<file path="src/design/stepgen_pkg.sv">
`default_nettype none

package stepgen_pkg;

    localparam int POS_WIDTH   = 32;
    localparam int COUNT_WIDTH = 16;
    localparam int STEP_WIDTH  = 32;
    localparam int TICK_WIDTH  = 16;
    localparam int CFG_WIDTH   = 16;

    localparam logic [15:0] HALF_PERIOD_RESET = 16'd10;
    localparam logic [15:0] STEPS_LAP_RESET   = 16'd200;

    typedef enum logic [1:0] {
        FUNC_TICK  = 2'd0,
        FUNC_STEPS = 2'd1,
        FUNC_LAPS  = 2'd2,
        FUNC_HOME  = 2'd3
    } func_t;

    typedef enum logic [1:0] {
        REG_DIR_FORWARD = 2'd0,
        REG_HALF_PERIOD = 2'd1,
        REG_STEPS_LAP   = 2'd2,
        REG_ENABLE_ON   = 2'd3
    } cfg_reg_t;

    typedef struct packed {
        func_t                  func;
        logic [COUNT_WIDTH-1:0] count;
    } cmd_t;

    typedef struct packed {
        logic                        step_out;
        logic                        dir_out;
        logic                        enable_n_out;
        logic                        busy_res;
        logic                        accepted;
        logic signed [POS_WIDTH-1:0] position;
    } res_t;

    typedef struct packed {
        logic        dir_forward;
        logic [15:0] half_period_ticks;
        logic [15:0] steps_per_lap;
        logic        enable_on;
    } cfg_regs_t;

endpackage

`default_nettype wire

</file>
<file path="src/design/stepgen_cfg.sv">
`default_nettype none

module stepgen_cfg (
    input  wire logic                                 clk,
    input  wire logic                                 rst_n,
    input  wire logic                                 cfg_valid,
    output logic                                      cfg_ready,
    input  wire stepgen_pkg::cfg_reg_t                cfg_index,
    input  wire logic [stepgen_pkg::CFG_WIDTH-1:0]    cfg_data,
    output stepgen_pkg::cfg_regs_t                    regs
);

    stepgen_pkg::cfg_regs_t regs_reg;

    assign cfg_ready = 1'b1;
    assign regs      = regs_reg;

    always_ff @(posedge clk or negedge rst_n)
    begin
        if (!rst_n)
        begin
            regs_reg.dir_forward       <= 1'b1;
            regs_reg.half_period_ticks <= stepgen_pkg::HALF_PERIOD_RESET;
            regs_reg.steps_per_lap     <= stepgen_pkg::STEPS_LAP_RESET;
            regs_reg.enable_on         <= 1'b0;
        end
        else if (cfg_valid)
        begin
            unique case (cfg_index)
                stepgen_pkg::REG_DIR_FORWARD: regs_reg.dir_forward       <= cfg_data[0];
                stepgen_pkg::REG_HALF_PERIOD: regs_reg.half_period_ticks <= cfg_data[15:0];
                stepgen_pkg::REG_STEPS_LAP:   regs_reg.steps_per_lap     <= cfg_data[15:0];
                stepgen_pkg::REG_ENABLE_ON:   regs_reg.enable_on         <= cfg_data[0];
                default: ;
            endcase
        end
    end

endmodule

`default_nettype wire

</file>
<file path="src/design/stepgen_core.sv">
`default_nettype none

module stepgen_core (
    input  wire logic                   clk,
    input  wire logic                   rst_n,
    input  wire stepgen_pkg::cfg_regs_t regs,
    input  wire logic                   req_valid,
    output logic                        req_ready,
    input  wire stepgen_pkg::cmd_t      req,
    output logic                        res_valid,
    input  wire logic                   res_ready,
    output stepgen_pkg::res_t           res
);

    localparam int PW = stepgen_pkg::POS_WIDTH;
    localparam int SW = stepgen_pkg::STEP_WIDTH;
    localparam int TW = stepgen_pkg::TICK_WIDTH;

    logic signed [PW-1:0] pos_reg,   pos_next;
    logic [SW-1:0]        rem_reg,   rem_next;
    logic                 phase_reg, phase_next;
    logic [TW-1:0]        tick_reg,  tick_next;
    logic                 adir_reg,  adir_next;
    logic                 res_valid_reg;
    stepgen_pkg::res_t    res_reg,   res_next;

    logic                 fire;
    logic                 busy;
    logic                 busy_after;
    logic                 acc;
    logic [TW-1:0]        half;
    logic [TW-1:0]        tick_inc;
    logic [SW-1:0]        rem_dec;
    logic [SW-1:0]        lap_steps;
    logic [SW-1:0]        move_n;
    logic [PW-1:0]        home_mag;

    assign req_ready = !res_valid_reg || res_ready;
    assign fire      = req_valid && req_ready;
    assign res_valid = res_valid_reg;
    assign res       = res_reg;

    assign busy      = rem_reg != '0;
    assign half      = (regs.half_period_ticks == '0) ? TW'(1) : regs.half_period_ticks;
    assign tick_inc  = tick_reg + TW'(1);
    assign rem_dec   = rem_reg - SW'(1);
    // 16x16 product always fits the 32-bit step counter
    assign lap_steps = {16'b0, req.count} * {16'b0, regs.steps_per_lap};
    assign home_mag  = pos_reg[PW-1] ? PW'(-pos_reg) : PW'(pos_reg);

    always_comb
    begin
        pos_next   = pos_reg;
        rem_next   = rem_reg;
        phase_next = phase_reg;
        tick_next  = tick_reg;
        adir_next  = adir_reg;
        acc        = 1'b0;
        move_n     = SW'(req.count);

        if (req.func == stepgen_pkg::FUNC_TICK)
        begin
            if (busy)
            begin
                if (tick_inc >= half)
                begin
                    tick_next = '0;
                    if (phase_reg)
                    begin
                        phase_next = 1'b0;
                    end
                    else
                    begin
                        rem_next   = rem_dec;
                        phase_next = rem_dec != '0;
                    end
                end
                else
                begin
                    tick_next = tick_inc;
                end
            end
        end
        else if (!busy)
        begin
            acc       = 1'b1;
            tick_next = '0;
            unique case (req.func)
                stepgen_pkg::FUNC_HOME:
                begin
                    pos_next   = '0;
                    adir_next  = pos_reg[PW-1];
                    rem_next   = SW'(home_mag);
                    phase_next = home_mag != '0;
                end
                default:
                begin
                    if (req.func == stepgen_pkg::FUNC_LAPS)
                    begin
                        move_n = lap_steps;
                    end
                    if (regs.dir_forward)
                    begin
                        pos_next = pos_reg + PW'(move_n);
                    end
                    else
                    begin
                        pos_next = pos_reg - PW'(move_n);
                    end
                    adir_next  = regs.dir_forward;
                    rem_next   = move_n;
                    phase_next = move_n != '0;
                end
            endcase
        end
    end

    always_comb
    begin
        busy_after            = rem_next != '0;
        res_next.step_out     = busy_after && phase_next;
        res_next.dir_out      = busy_after ? adir_next : regs.dir_forward;
        res_next.enable_n_out = !regs.enable_on;
        res_next.busy_res     = busy_after;
        res_next.accepted     = acc;
        res_next.position     = pos_next;
    end

    always_ff @(posedge clk or negedge rst_n)
    begin
        if (!rst_n)
        begin
            pos_reg       <= '0;
            rem_reg       <= '0;
            phase_reg     <= 1'b0;
            tick_reg      <= '0;
            adir_reg      <= 1'b1;
            res_valid_reg <= 1'b0;
        end
        else
        begin
            if (fire)
            begin
                pos_reg   <= pos_next;
                rem_reg   <= rem_next;
                phase_reg <= phase_next;
                tick_reg  <= tick_next;
                adir_reg  <= adir_next;
            end
            if (req_ready)
            begin
                res_valid_reg <= req_valid;
            end
        end
    end

    always_ff @(posedge clk)
    begin
        if (fire)
        begin
            res_reg <= res_next;
        end
    end

endmodule

`default_nettype wire

</file>
<file path="src/design/stepper_step_dir_pulse_generator_unit.sv">
// Step/direction pulse generator with a signed 32-bit position counter. Each request on
// the cmd channel is a tick or a command (move steps, move laps, return to zero) and
// yields exactly one result on the res channel. The block takes one request per clock
// while the res channel does not stall. A request passes through the input register, then
// through the state update, which holds a 16x16 lap multiplier feeding the position adder,
// into the result register. A stalled res channel holds the pipeline; the input register still
// takes one request while the result waits. Configuration writes are registered and are
// meant to happen while no request is in flight.
`default_nettype none

module stepper_step_dir_pulse_generator_unit (
    input  wire logic                              clk,
    input  wire logic                              rst_n,
    input  wire logic                              cmd_valid,
    output logic                                   cmd_ready,
    input  wire stepgen_pkg::cmd_t                 cmd,
    output logic                                   res_valid,
    input  wire logic                              res_ready,
    output stepgen_pkg::res_t                      res,
    input  wire logic                              cfg_valid,
    output logic                                   cfg_ready,
    input  wire stepgen_pkg::cfg_reg_t             cfg_index,
    input  wire logic [stepgen_pkg::CFG_WIDTH-1:0] cfg_data
);

    stepgen_pkg::cfg_regs_t regs;
    stepgen_pkg::cmd_t      cmd_reg;
    logic                   cmd_valid_reg;
    logic                   core_ready;

    assign cmd_ready = !cmd_valid_reg || core_ready;

    always_ff @(posedge clk or negedge rst_n)
    begin
        if (!rst_n)
        begin
            cmd_valid_reg <= 1'b0;
        end
        else if (cmd_ready)
        begin
            cmd_valid_reg <= cmd_valid;
        end
    end

    always_ff @(posedge clk)
    begin
        if (cmd_ready && cmd_valid)
        begin
            cmd_reg <= cmd;
        end
    end

    stepgen_cfg u_cfg (
        .clk       (clk),
        .rst_n     (rst_n),
        .cfg_valid (cfg_valid),
        .cfg_ready (cfg_ready),
        .cfg_index (cfg_index),
        .cfg_data  (cfg_data),
        .regs      (regs)
    );

    stepgen_core u_core (
        .clk       (clk),
        .rst_n     (rst_n),
        .regs      (regs),
        .req_valid (cmd_valid_reg),
        .req_ready (core_ready),
        .req       (cmd_reg),
        .res_valid (res_valid),
        .res_ready (res_ready),
        .res       (res)
    );

endmodule

`default_nettype wire

</file>
<file path="config.mk">
export PLATFORM = sky130hd
export DESIGN_NAME = stepper_step_dir_pulse_generator_unit
export DESIGN_NICKNAME = d
export VERILOG_FILES = /design/src/design/stepgen_pkg.sv /design/src/design/stepgen_cfg.sv /design/src/design/stepgen_core.sv /design/src/design/stepper_step_dir_pulse_generator_unit.sv
export SDC_FILE = /design/constraint.sdc
export NUM_CORES = 1
export LEC_CHECK = 0
export ABC_CLOCK_PERIOD_IN_PS = 13100
export BUFFER_PORTS_ARGS = -buffer_cell sky130_fd_sc_hd__buf_2
export CAP_MARGIN = 0
export CORE_MARGIN = 2
export CORE_UTILIZATION = 32
export DETAILED_ROUTE_END_ITERATION = 10
export SETUP_SLACK_MARGIN = 0.5
export SYNTH_ARGS = -nofsm -noshare
export SYNTH_HDL_FRONTEND = slang
export SYNTH_HIERARCHICAL = 1
export SYNTH_SLANG_ARGS = --single-unit
</file>
<file path="constraint.sdc">
create_clock -name clk -period 13.1 [get_ports clk]
set_input_delay 2.62 -clock clk [delete_from_list [all_inputs] [get_ports clk]]
set_output_delay 2.62 -clock clk [all_outputs]
set_load 0.005 [all_outputs]
</file>
; ---- Word-level counts from Yosys, hierarchy flattened
; Cells that the tools add are included.
[word_totals]
register_bits = 173
input_bits = 41
output_inout_bits = 40
elab_cells = 85
[op_classes]
n_addsub = 5
multipliers = 1
magnitude_cmp = 1
eq_ne = 7
muxes = 31
reduce_logical = 21
[ops]
columns = operator, count
row1 = two-way mux 32 bit, 15
row2 = nonzero test 32 bit, 5
row3 = two-way mux 16 bit, 5
row4 = adder 32 bit, 1
row5 = multiplier 16 x 16 -> 32 bit, 1
row6 = negator 32 bit, 1
row7 = subtractor 32 x 1 -> 32 bit (second input constant), 1
row8 = subtractor 32 bit, 1
row9 = adder 16 x 1 -> 16 bit (second input constant), 1
row10 = >= comparator 16 bit, 1
row11 = logical NOT 16 bit, 1
row12 = two-way mux 1 bit, 11
row13 = equality test 2 bit (second input constant), 4
row14 = AND reduction 2 bit, 4
row15 = logical NOT 2 bit, 2
row16 = logical AND 1 bit, 3
row17 = logical NOT 1 bit, 3
row18 = AND reduction 3 bit, 1
row19 = equality test 2 x 1 -> 1 bit (second input constant), 1
row20 = logical OR 1 bit, 2
row21 = != test 2 x 1 -> 1 bit (second input constant), 1
row22 = != test 2 bit (second input constant), 1

; ---- Longest topological paths before layout
; Gate-level depths: netlist of the first run.
[depth]
word_depth = 10
depth_mapped = 39
depth_no_buf = 37

; ---- Modules after synthesis
; The synthesis of the first run kept the hierarchy.
[by_module_without_submodules]
columns = mod, instances, cells_each, area_each_um2, seq_area_each_um2
row1 = stepgen_core, 1, 2432, 19573.8, 3189.3
row2 = stepgen_cfg, 1, 76, 1402.6, 858.3
row3 = stepper_step_dir_pulse_generator_unit, 1, 22, 594.3, 565.5

; ---- Worst setup path before layout of the first run
; Ideal clock, no wire load.
[synth_timing]
path_type = flip-flop to flip-flop
start = register cmd_reg[7] in the netlist's numbering
end = register u_core.res_reg (netlist bit u_core/res[29]) (data pin)
setup_ns = 0.256
arrival_time_ns = 8.631
t_required_ns = 12.844
path_slack_ns = 4.213
path_stages_with_launch = 38
path_buffers = 2
synth_period_minus_slack_ns = 8.887
cell_sequence = edfxtp_1 clkbuf_1 clkbuf_1 nand2_1 fa_1 inv_1 fa_1 inv_1 fa_1 inv_1 fa_1 fa_1 inv_1 fa_1 inv_1 ha_1 and2_1 a221oi_1 (+2 left out) nor3_1 o21ai_0 nor2_1 nor2_1 xnor2_1 ha_1 o21a_1 o21a_1 o21ai_0 nand2_1 a22o_1 a21o_1 a31oi_1 o21bai_1 a21oi_1 o21ai_0 xor2_1 a22o_1
[synth_between]
elab_chain_cells = 10
word_cells_on_any_way = 11
classes_between = add/sub: 2 / mul: 1 / mux: 8
[synth_lines]
columns = element, line
row1 = start: declaration, stepper_step_dir_pulse_generator_unit.sv:27  ; stepgen_pkg::cmd_t cmd_reg;
row2 = start signal: assignment, stepper_step_dir_pulse_generator_unit.sv:49  ; cmd_reg <= cmd;
row3 = multiplier 16 x 16 -> 32 bit, stepgen_core.sv:48  ; assign lap_steps = {16'b0, req.count} * {16'b0, regs.steps_per_lap};
row4 = two-way mux 32 bit *, stepgen_core.sv:98  ; if (req.func == stepgen_pkg::FUNC_LAPS)
row5 = two-way mux 32 bit *, stepgen_core.sv:88  ; unique case (req.func)
row6 = two-way mux 32 bit *, stepgen_core.sv:84  ; else if (!busy)
row7 = two-way mux 32 bit *, stepgen_core.sv:61  ; if (req.func == stepgen_pkg::FUNC_TICK)
row8 = subtractor 32 bit / adder 32 bit (equally long branches), "stepgen_core.sv:108, stepgen_core.sv:104"
row9 = two-way mux 32 bit *, stepgen_core.sv:102  ; if (regs.dir_forward)
row10 = two-way mux 32 bit *, stepgen_core.sv:88
row11 = two-way mux 32 bit *, stepgen_core.sv:84
row12 = two-way mux 32 bit *, stepgen_core.sv:61
row13 = named net u_core.pos_next[29], stepgen_core.sv:19  ; logic signed [PW-1:0] pos_reg, pos_next;
row14 = end signal: assignment, stepgen_core.sv:161  ; res_reg <= res_next;
row15 = end: declaration, stepgen_core.sv:25  ; stepgen_pkg::res_t res_reg, res_next;
; Mark *: on every way through the listed nets, which the timed path passes. The rest lies on a longest branch. The select of a mux whose other input is x is not followed.
; A chain may end at the register's enable or synchronous reset.

; ---- Worst setup path in the final report of the first run
; Ends and elaborated chain as after synthesis.

==> results of run 1 <==
layout make-up:
type | count | area share, %
repair buffers | 98 | 2.34
flip-flops and latches | 173 | 19.9
inverters | 276 | 4.47
clock buffers | 19 | 1.86
clock inverters | 13 | 0.673
multi-input cells | 1941 | 66.1
well taps | 873 | 4.70
metrics by stage:
stage	instance area, um2	hold WS (ns)	instances
after floorplan	21600	0.463	2530
after global placement	22600	0.493	3361
after detailed placement	22600	0.500	3361
after CTS	23200	0.516	3393
after global routing	23200	0.539	3393
final	23200	0.517	3393
metal layers:
layer,up-vias,part of all wire [%],GRT usage [%]
met4,0,3.7,8.02
met5,-,0,0
met1,8933,44,25.9
met2,585,46,30.5
met3,111,5.6,2.90
li1,8493,-,-
cell usage in the layout, fill, tap and decap left out, types with 8 or more instances in the layout:
cell / count
ha_1: 157
a211oi_1: 22
nor3_1: 46
dfrtp_1: 111
nand2b_1: 28
nor2_1: 125
nor4b_1: 8
mux2i_1: 12
o21a_1: 12
xor2_1: 52
o21ai_0: 146
nand4_1: 25
nor2b_1: 10
buf_2: 78
o211ai_1: 12
mux2_4: 20
edfxtp_1: 55
and2_1: 127
and3_1: 17
a21o_1: 29
mux2_2: 24
xnor2_1: 87
or3_1: 18
buf_4: 19
fa_1: 195
a22o_1: 19
clkbuf_16: 17
nand2_1: 382
a31oi_1: 20
a21oi_1: 102
nor4_1: 29
inv_1: 274
o31ai_1: 18
o41ai_1: 8
nand3_1: 49
critical path, delay by kind of cell, from the launching register on:
kind	cells	cell delay, ns
AO/OA/AOI/OAI	14	3.18
adder cells (fa/ha/maj)	8	3.77
buffers and inverters	5	0.25
AND/OR/NAND/NOR	6	1.01
flip-flops	1	0.84
XOR/XNOR	3	0.83
worst paths after layout:
| kind | start | end | slack [ns] |
|---|---|---|---|
| worst max-delay path | cmd_reg[7] | u_core/res[29] | 2.97 |
| worst min-delay path | u_core/tick_reg[15] | u_core/tick_reg[15] | 0.52 |
| worst max register to register | cmd_reg[7] | u_core/res[29] | 2.97 |
| worst min register to register | u_core/tick_reg[15] | u_core/tick_reg[15] | 0.52 |
| max in group asynchronous | rst_n | u_core/tick_reg[1] | 9.80 |
| min in group asynchronous | rst_n | u_core/rem_reg[23] | 2.14 |
kinds of logic after synthesis:
kind of cell / count (synthesis)
xor+xnor: 139
compound gates: 481
simple gates: 912
mux: 56
buf+inv: 416
other cells: 1
fa+ha+maj: 352
flops: 173
==> results.md, run 1 <==
Global route
• **overall track demand over capacity in global routing** 19.1%
• **global-route wire length before repair** 104,000 um
• **maximum number of pins on one net before global-route repair** 74
• **number of antenna violations at the first check in global routing** 0
• **via count of the first global-routing pass** 17,700
• **global route overflow** 0

Placement
• **post-detailed-placement half-perimeter wirelength** 50,900 um
• **port bufs** 79
• **final weighted congestion of routability-driven global placement** 0.963
• **worst setup timing slack at the placement stage** 3.24 ns

Cells and area
• **Antenna Cells** 0
• **number of filler instances in the final layout** 6,997
• **register cell area after layout** 0.00461 mm2
• **fraction of layout instances using a drive strength above 1** 8.25%
• **Final Net Count** 2,900
• **utilization after layout** 34.7%
• **area taken by multi-input logic gates** 0.0154 mm2
• **flip-flop count of the largest register after layout** 37
• **relative area change from synthesis to final layout** 7.69%

Drt
• **via count normalized by instance count** 5.34
• **routed wire length per instance** 19.5 um
• **remaining antenna violation count after routing** 0
• **first drt pass iteration count** 8
• **vias after detailed routing** 18,100
• **count of unresolved DRC violations after routing** 0
• **total wirelength of the detailed-routed design** 66,000 um
• **DRC marker count from the first detailed-route iteration** 1,530

Synthesis
• **synthesis warning total** 6
• **simple-gate area share of the yosys netlist** 20.7%
• **post-synthesis share of cell area spent on xor and xnor gates** 5.64%
• **number of enable-type register cells in the synthesized netlist** 55
• **dominant cell type by area after synthesis** fa_1
• **synthesis-stage register bit count** 173
• **synthesized area divided by synthesized cell count** 8.53 um2
• **most common cell in the netlist** nand2_1
• **Cell Area, Synth** 0.0216 mm2
• **complex-gate fraction of the synthesized area** 14.4%
• **dominant combinational cell family by area after synthesis** adder cells
• **Synthesized Nets** 2,923
• **share of the synthesized area in the top cell type** 18.1%
• **portion of netlist area occupied by mux cells** 3.20%
• **largest cells by area after synthesis** fa_1, dfrtp_1, ha_1
• **share of flip-flops with an asynchronous set or reset after synthesis** 68.2%
• **distinct cell type count after synthesis** 94
• **Primary FF master, synth** dfrtp_1
• **share of synthesized area occupied by flip-flops and latches** 21.4%
• **share of synthesized cell area in full adder, half adder and majority cells** 27.2%
• **post-synthesis instance total** 2,530
• **synth cell count leaders** nand2_1, inv_1, fa_1

Worst setup path
• **number of cells traversed by the worst register-to-register path** 36
• **CP startpoint kind** flop
• **critical-path cell with the highest stage delay** edfxtp_1
• **max incr delay on CP** 0.84 ns
• **CP most frequent cell** fa_1
• **worst path arrival time** 10.38 ns
• **maximum net fanout on the critical path** 19
• **endpoint type of the worst setup path** flop
• **data required time of the worst path** 13.35 ns
• **critical setup path kind** reg -> reg

Timing
• **Slew Limit Fails** 0
• **slew of the pin with the lowest slew margin** 1.05 ns
• **worst setup margin** 2.97 ns
• **min cycle time layout** 10.13 ns
• **Setup Viol. Count Final** 0
• **Final period util** 77.4%
• **upper clock frequency limit** 0.0987 GHz
• **remaining max-slew budget at the tightest pin** 29.7%
• **final clock skew** 0.0203 ns
• **RSZ-0062 raised after global routing** false
• **Post-Route Setup TNS** 0 ns
• **Hold Fails Final Rpt** 0

Clock tree
• **Clk pin slew, worst setup/hold paths** 0.08 ns
• **clock root buffer** clkbuf_16
• **number of resized instances in the post-cts repair step** 0
• **Setup Buffers After CTS** 0
• **clock sinks** 173
• **number of H-tree levels** 4
• **number of buffers inserted during clock tree synthesis** 17
• **number of hold buffers added after CTS** 0
• **worst-case clock buffer depth** 2
• **worst skew pair latency** 0.50 ns
• **TritonCTS clock tree** built

Job
• **MaxCap Viol Count** 0

Worst hold path
• **Min-Delay Path Class** reg -> reg
• **number of cells on the worst hold path** 2

Floorplan
• **die outline area** 0.0695 mm2
• **Starting Density** 32.2%
• **horizontal die dimension** 264 um
• **area of the placeable core** 0.0669 mm2
• **I/O Pins** 81
• **DIE HEIGHT** 264 um
• **placement row count** 95

Status
• **outcome** complete, no violations

Power of run 1 is not shown: default switching activity piles up to over one toggle a cycle in this logic, so the estimate is an artifact.
==> inputs of run 2 (changes only) <==
Settings changed: ABC_CLOCK_PERIOD_IN_PS 13100 to 8400.
Clock period 13.1 ns to 8.4 ns, I/O delays scaled along.
==> results.md, run 2 (same netlist as run 1, synthesis figures left out) <==
Floorplan
• **die outline area** 0.0695 mm2
• **DIE HEIGHT** 264 um
• **area of the placeable core** 0.0669 mm2
• **placement row count** 95
• **Starting Density** 32.2%
• **horizontal die dimension** 264 um
• **I/O Pins** 81

Cells and area
• **flip-flop count of the largest register after layout** 37
• **relative area change from synthesis to final layout** 21.4%
• **fraction of layout instances using a drive strength above 1** 22.0%
• **commonest non-fill, non-tap cell in the layout** nand2_1
• **most frequent cells in the layout** nand2_1, buf_4, inv_1, fa_1, ha_1
• **area of all placed cells without fillers** 0.0262 mm2
• **Final Net Count** 3,185
• **Antenna Cells** 0

Global route
• **global-route wire length before repair** 108,000 um
• **GR Layer Usage met3** 2.93%
• **overall track demand over capacity in global routing** 19.8%
• **maximum number of pins on one net before global-route repair** 80
• **number of antenna violations at the first check in global routing** 0
• **M2 GR Usage** 32.6%
• **via count of the first global-routing pass** 19,100
• **layer with the highest usage after global routing** met2
• **global route overflow** 0
• **GRT met1 Usage** 26.4%

Clock tree
• **worst skew pair latency** 0.52 ns
• **worst-case clock buffer depth** 2
• **number of buffers inserted during clock tree synthesis** 17
• **Clk pin slew, worst setup/hold paths** 0.09 ns
• **number of H-tree levels** 4
• **TritonCTS clock tree** built
• **clock root buffer** clkbuf_16
• **clock sinks** 173
• **number of hold buffers added after CTS** 0

Timing
• **slew of the pin with the lowest slew margin** 0.974 ns
• **RSZ-0062 raised after global routing** true
• **worst setup margin** -0.128 ns
• **final clock skew** 0.0387 ns
• **Hold Fails Final Rpt** 0
• **Setup Viol. Count Final** 6
• **remaining max-slew budget at the tightest pin** 34.3%
• **min cycle time layout** 8.53 ns
• **upper clock frequency limit** 0.117 GHz
• **Slew Limit Fails** 0
• **Final period util** 102%

Worst setup path
• **CP startpoint kind** flop
• **critical setup path kind** reg -> reg
• **maximum net fanout on the critical path** 4
• **max incr delay on CP** 0.58 ns
• **critical path buffer and inverter count** 9
• **endpoint type of the worst setup path** flop
• **critical path's top delay family** adder cells
• **critical-path cell with the highest stage delay** fa_2
• **worst path arrival time** 8.85 ns
• **CP most frequent cell** fa_1
• **data required time of the worst path** 8.72 ns

Placement
• **post-detailed-placement half-perimeter wirelength** 53,100 um
• **cell area reported after detailed placement** 0.0246 mm2
• **port bufs** 79
• **final weighted congestion of routability-driven global placement** 0.944

Drt
• **vias after detailed routing** 19,200
• **first drt pass iteration count** 6
• **total wirelength of the detailed-routed design** 68,300 um
• **count of unresolved DRC violations after routing** 0
• **via count normalized by instance count** 5.22
• **DRC marker count from the first detailed-route iteration** 1,586
• **remaining antenna violation count after routing** 0
• **routed wire length per instance** 18.6 um

Job
• **MaxCap Viol Count** 0

Status
• **failing checks** negative setup slack
• **outcome** finished with violations

Worst hold path
• **Min-Delay Path Class** reg -> reg

run 2: cell count changes in the layout (fill, tap and decap cells not counted), moves of 10 or more:
cell	previous run	this run
o21ai_1	5	15
buf_4	19	282
a21oi_1	102	91
buf_6	1	14
ha_1	157	146
o21ai_0	146	128
run 2: path summary, 6_finish.rpt:
path / startpoint / to / slack (ns) / depth (start not counted)
worst max-delay path: cmd_reg[6] / u_core/res[31] / -0.13 / 39
worst min-delay path: u_core/tick_reg[15] / u_core/tick_reg[15] / 0.51 / 2
worst max register to register: cmd_reg[6] / u_core/res[31] / -0.13 / 39
worst min register to register: u_core/tick_reg[15] / u_core/tick_reg[15] / 0.51 / 2
max in group asynchronous: rst_n / u_core/pos_reg[13] / 6.07 / 2
min in group asynchronous: rst_n / u_core/tick_reg[4] / 1.26 / 1
run 2: timing repair:
action,CTS,global route
pin swaps,43,64
setup buffers,24,27
endpoints found under the setup margin,26,39
resized for setup,61,86
run 2: worst reg2reg max path: cells and delay by family (launching register included):
| kind | cells | cell delay, ns |
|---|---|---|
| AND/OR/NAND/NOR | 6 | 0.72 |
| XOR/XNOR | 2 | 0.26 |
| adder cells (fa/ha/maj) | 8 | 3.67 |
| buffers and inverters | 9 | 0.73 |
| AO/OA/AOI/OAI | 14 | 2.57 |
| flip-flops | 1 | 0.39 |
run 2: layout make-up:
cell class	count	area [um2]
fillers	6699	40700
multi-input cells	1941	16000
flip-flops and latches	173	4620
repair buffers	383	2830
well taps	873	1090
inverters	276	1040
clock buffers	18	439
clock inverters	14	150
run 2: per-layer routing:
layer | vias to the layer above | part of all wire, %
li1 | 9060 | -
met1 | 9417 | 44
met2 | 603 | 47
met3 | 127 | 5.1
met4 | 0 | 3.4
met5 | - | 0
run 2: through the flow:
stage	hold slack [ns]	cells	setup slack, ns	utilization (%)	setup TNS, ns
floorplan	0.463	2530	0.248	-	0
global placement	0.489	3595	-0.189	36.8	-1.05
detailed placement	0.498	3595	-0.237	36.8	-1.36
CTS	0.516	3651	-0.103	38.3	-0.237
global route	0.533	3678	-0.450	39.1	-3.90
finish	0.508	3678	-0.128	39.1	-0.416
Power of run 2 is left out for the same reason.
==> inputs of run 3 (changes only) <==
Settings changed: REMOVE_ABC_BUFFERS set to 1.
==> results.md, run 3 (same netlist as run 1, synthesis figures left out) <==
Placement
• **cell area reported after detailed placement** 0.0245 mm2
• **post-detailed-placement half-perimeter wirelength** 53,500 um
• **final weighted congestion of routability-driven global placement** 0.926
• **port bufs** 79

Timing
• **final clock skew** 0.0261 ns
• **Hold Fails Final Rpt** 0
• **Slew Limit Fails** 0
• **RSZ-0062 raised after global routing** true
• **Final period util** 102%
• **slew of the pin with the lowest slew margin** 0.899 ns
• **Post-Route Setup TNS** -0.828 ns
• **min cycle time layout** 8.55 ns
• **upper clock frequency limit** 0.117 GHz
• **worst setup margin** -0.153 ns
• **remaining max-slew budget at the tightest pin** 40.1%
• **Setup Viol. Count Final** 9

Job
• **MaxCap Viol Count** 0

Global route
• **overall track demand over capacity in global routing** 19.9%
• **number of antenna violations at the first check in global routing** 0
• **maximum number of pins on one net before global-route repair** 73
• **via count of the first global-routing pass** 19,300
• **global-route wire length before repair** 109,000 um
• **global route overflow** 0

Floorplan
• **horizontal die dimension** 264 um
• **Starting Density** 32.2%
• **I/O Pins** 81
• **area of the placeable core** 0.0669 mm2
• **die outline area** 0.0695 mm2
• **DIE HEIGHT** 264 um
• **placement row count** 95

Drt
• **met3 WL** 2960 um
• **top metal layer carrying routed signals** met4
• **count of unresolved DRC violations after routing** 0
• **routed wire length per instance** 18.6 um
• **total wirelength of the detailed-routed design** 68,400 um
• **first drt pass iteration count** 5
• **total routed wire length on the met1 layer** 30,000 um
• **via count normalized by instance count** 5.18
• **remaining antenna violation count after routing** 0
• **wire length on met2** 32,600 um
• **vias after detailed routing** 19,100
• **DRC marker count from the first detailed-route iteration** 1,257

Clock tree
• **Clk pin slew, worst setup/hold paths** 0.08 ns
• **worst skew pair latency** 0.51 ns
• **number of buffers inserted during clock tree synthesis** 17
• **worst-case clock buffer depth** 2
• **clock root buffer** clkbuf_16
• **TritonCTS clock tree** built
• **number of H-tree levels** 4
• **clock sinks** 173

Worst setup path
• **endpoint type of the worst setup path** flop
• **critical-path cell with the highest stage delay** dfstp_2
• **CP most frequent cell** fa_1
• **worst path arrival time** 8.81 ns
• **data required time of the worst path** 8.66 ns
• **maximum net fanout on the critical path** 7
• **critical setup path kind** reg -> reg
• **CP startpoint kind** flop
• **max incr delay on CP** 0.62 ns

Cells and area
• **fraction of layout instances using a drive strength above 1** 22.5%
• **relative area change from synthesis to final layout** 21.6%
• **Final Net Count** 3,188
• **commonest non-fill, non-tap cell in the layout** nand2_1
• **register cell area after layout** 0.00462 mm2
• **most frequent cells in the layout** nand2_1, buf_4, inv_1, fa_1, ha_1
• **area taken by multi-input logic gates** 0.0161 mm2
• **flip-flop count of the largest register after layout** 37
• **area of all placed cells without fillers** 0.0262 mm2
• **number of filler instances in the final layout** 6,740
• **Antenna Cells** 0

Status
• **outcome** finished with violations
• **failing checks** negative setup slack

Worst hold path
• **Min-Delay Path Class** reg -> reg

run 3: changes by cell type in the layout (fill, tap and decap cells not counted), sizes merged:
cell      previous run  this run
buf                383       386
clkinvlp             0         2
clkinv               8         7
inv                282       280
bufinv               0         1
run 3: layer usage:
layer | GRT usage (%) | vias to the layer above
li1 | - | 9061
met1 | 25.3 | 9382
met2 | 33.7 | 503
met3 | 2.73 | 131
met4 | 8.76 | 0
met5 | 0 | -
run 3: path summary, 6_finish.rpt:
path                                            end  slack, ns  cells past startpoint                start
worst max-delay path                 u_core/res[30]      -0.15                     34        u_cfg/regs[4]
worst min-delay path            u_core/tick_reg[15]       0.51                      2  u_core/tick_reg[15]
worst max register to register       u_core/res[30]      -0.15                     34        u_cfg/regs[4]
worst min register to register  u_core/tick_reg[15]       0.51                      2  u_core/tick_reg[15]
max in group asynchronous         u_core/pos_reg[1]       5.90                      2                rst_n
min in group asynchronous        u_core/rem_reg[17]       1.18                      1                rst_n
run 3: layout make-up:
type | count | area share (%)
inverter | 276 | 3.95
clock inverter | 14 | 0.587
clock buffer | 18 | 1.64
timing repair buffer | 386 | 10.8
tap | 873 | 4.16
sequential | 173 | 17.6
multi-input combinational | 1941 | 61.3
run 3: critical path, delay by kind of cell (launching register included):
| family | cells | cell delay, ns |
|---|---|---|
| AND/OR/NAND/NOR | 6 | 0.82 |
| flip-flops | 1 | 0.62 |
| XOR/XNOR | 3 | 0.60 |
| multiplexers | 1 | 0.23 |
| AO/OA/AOI/OAI | 10 | 1.98 |
| buffers and inverters | 6 | 0.56 |
| adder cells (fa/ha/maj) | 8 | 3.48 |
run 3: what timing repair did:
| action | CTS | global route |
|---|---|---|
| pin swaps | 60 | 59 |
| setup endpoints to repair | 34 | 36 |
| hold buffers | 0 | 0 |
| setup buffers | 24 | 23 |
| resized for setup | 109 | 93 |
| endpoints found under the hold margin | 0 | 0 |
run 3: through the flow:
| stage | std cells | utilization, % | setup slack [ns] | hold WS, ns |
|---|---|---|---|---|
| final | 3681 | 39.2 | -0.153 | 0.510 |
| after global routing | 3681 | 39.2 | -0.469 | 0.546 |
| after CTS | 3658 | 38.4 | -0.0687 | 0.515 |
| after detailed placement | 3602 | 36.6 | -0.604 | 0.498 |
| after global placement | 3602 | 36.6 | -0.562 | 0.481 |
| after floorplan | 2390 | - | -0.340 | 0.463 |
Power of run 3 is left out for the same reason.
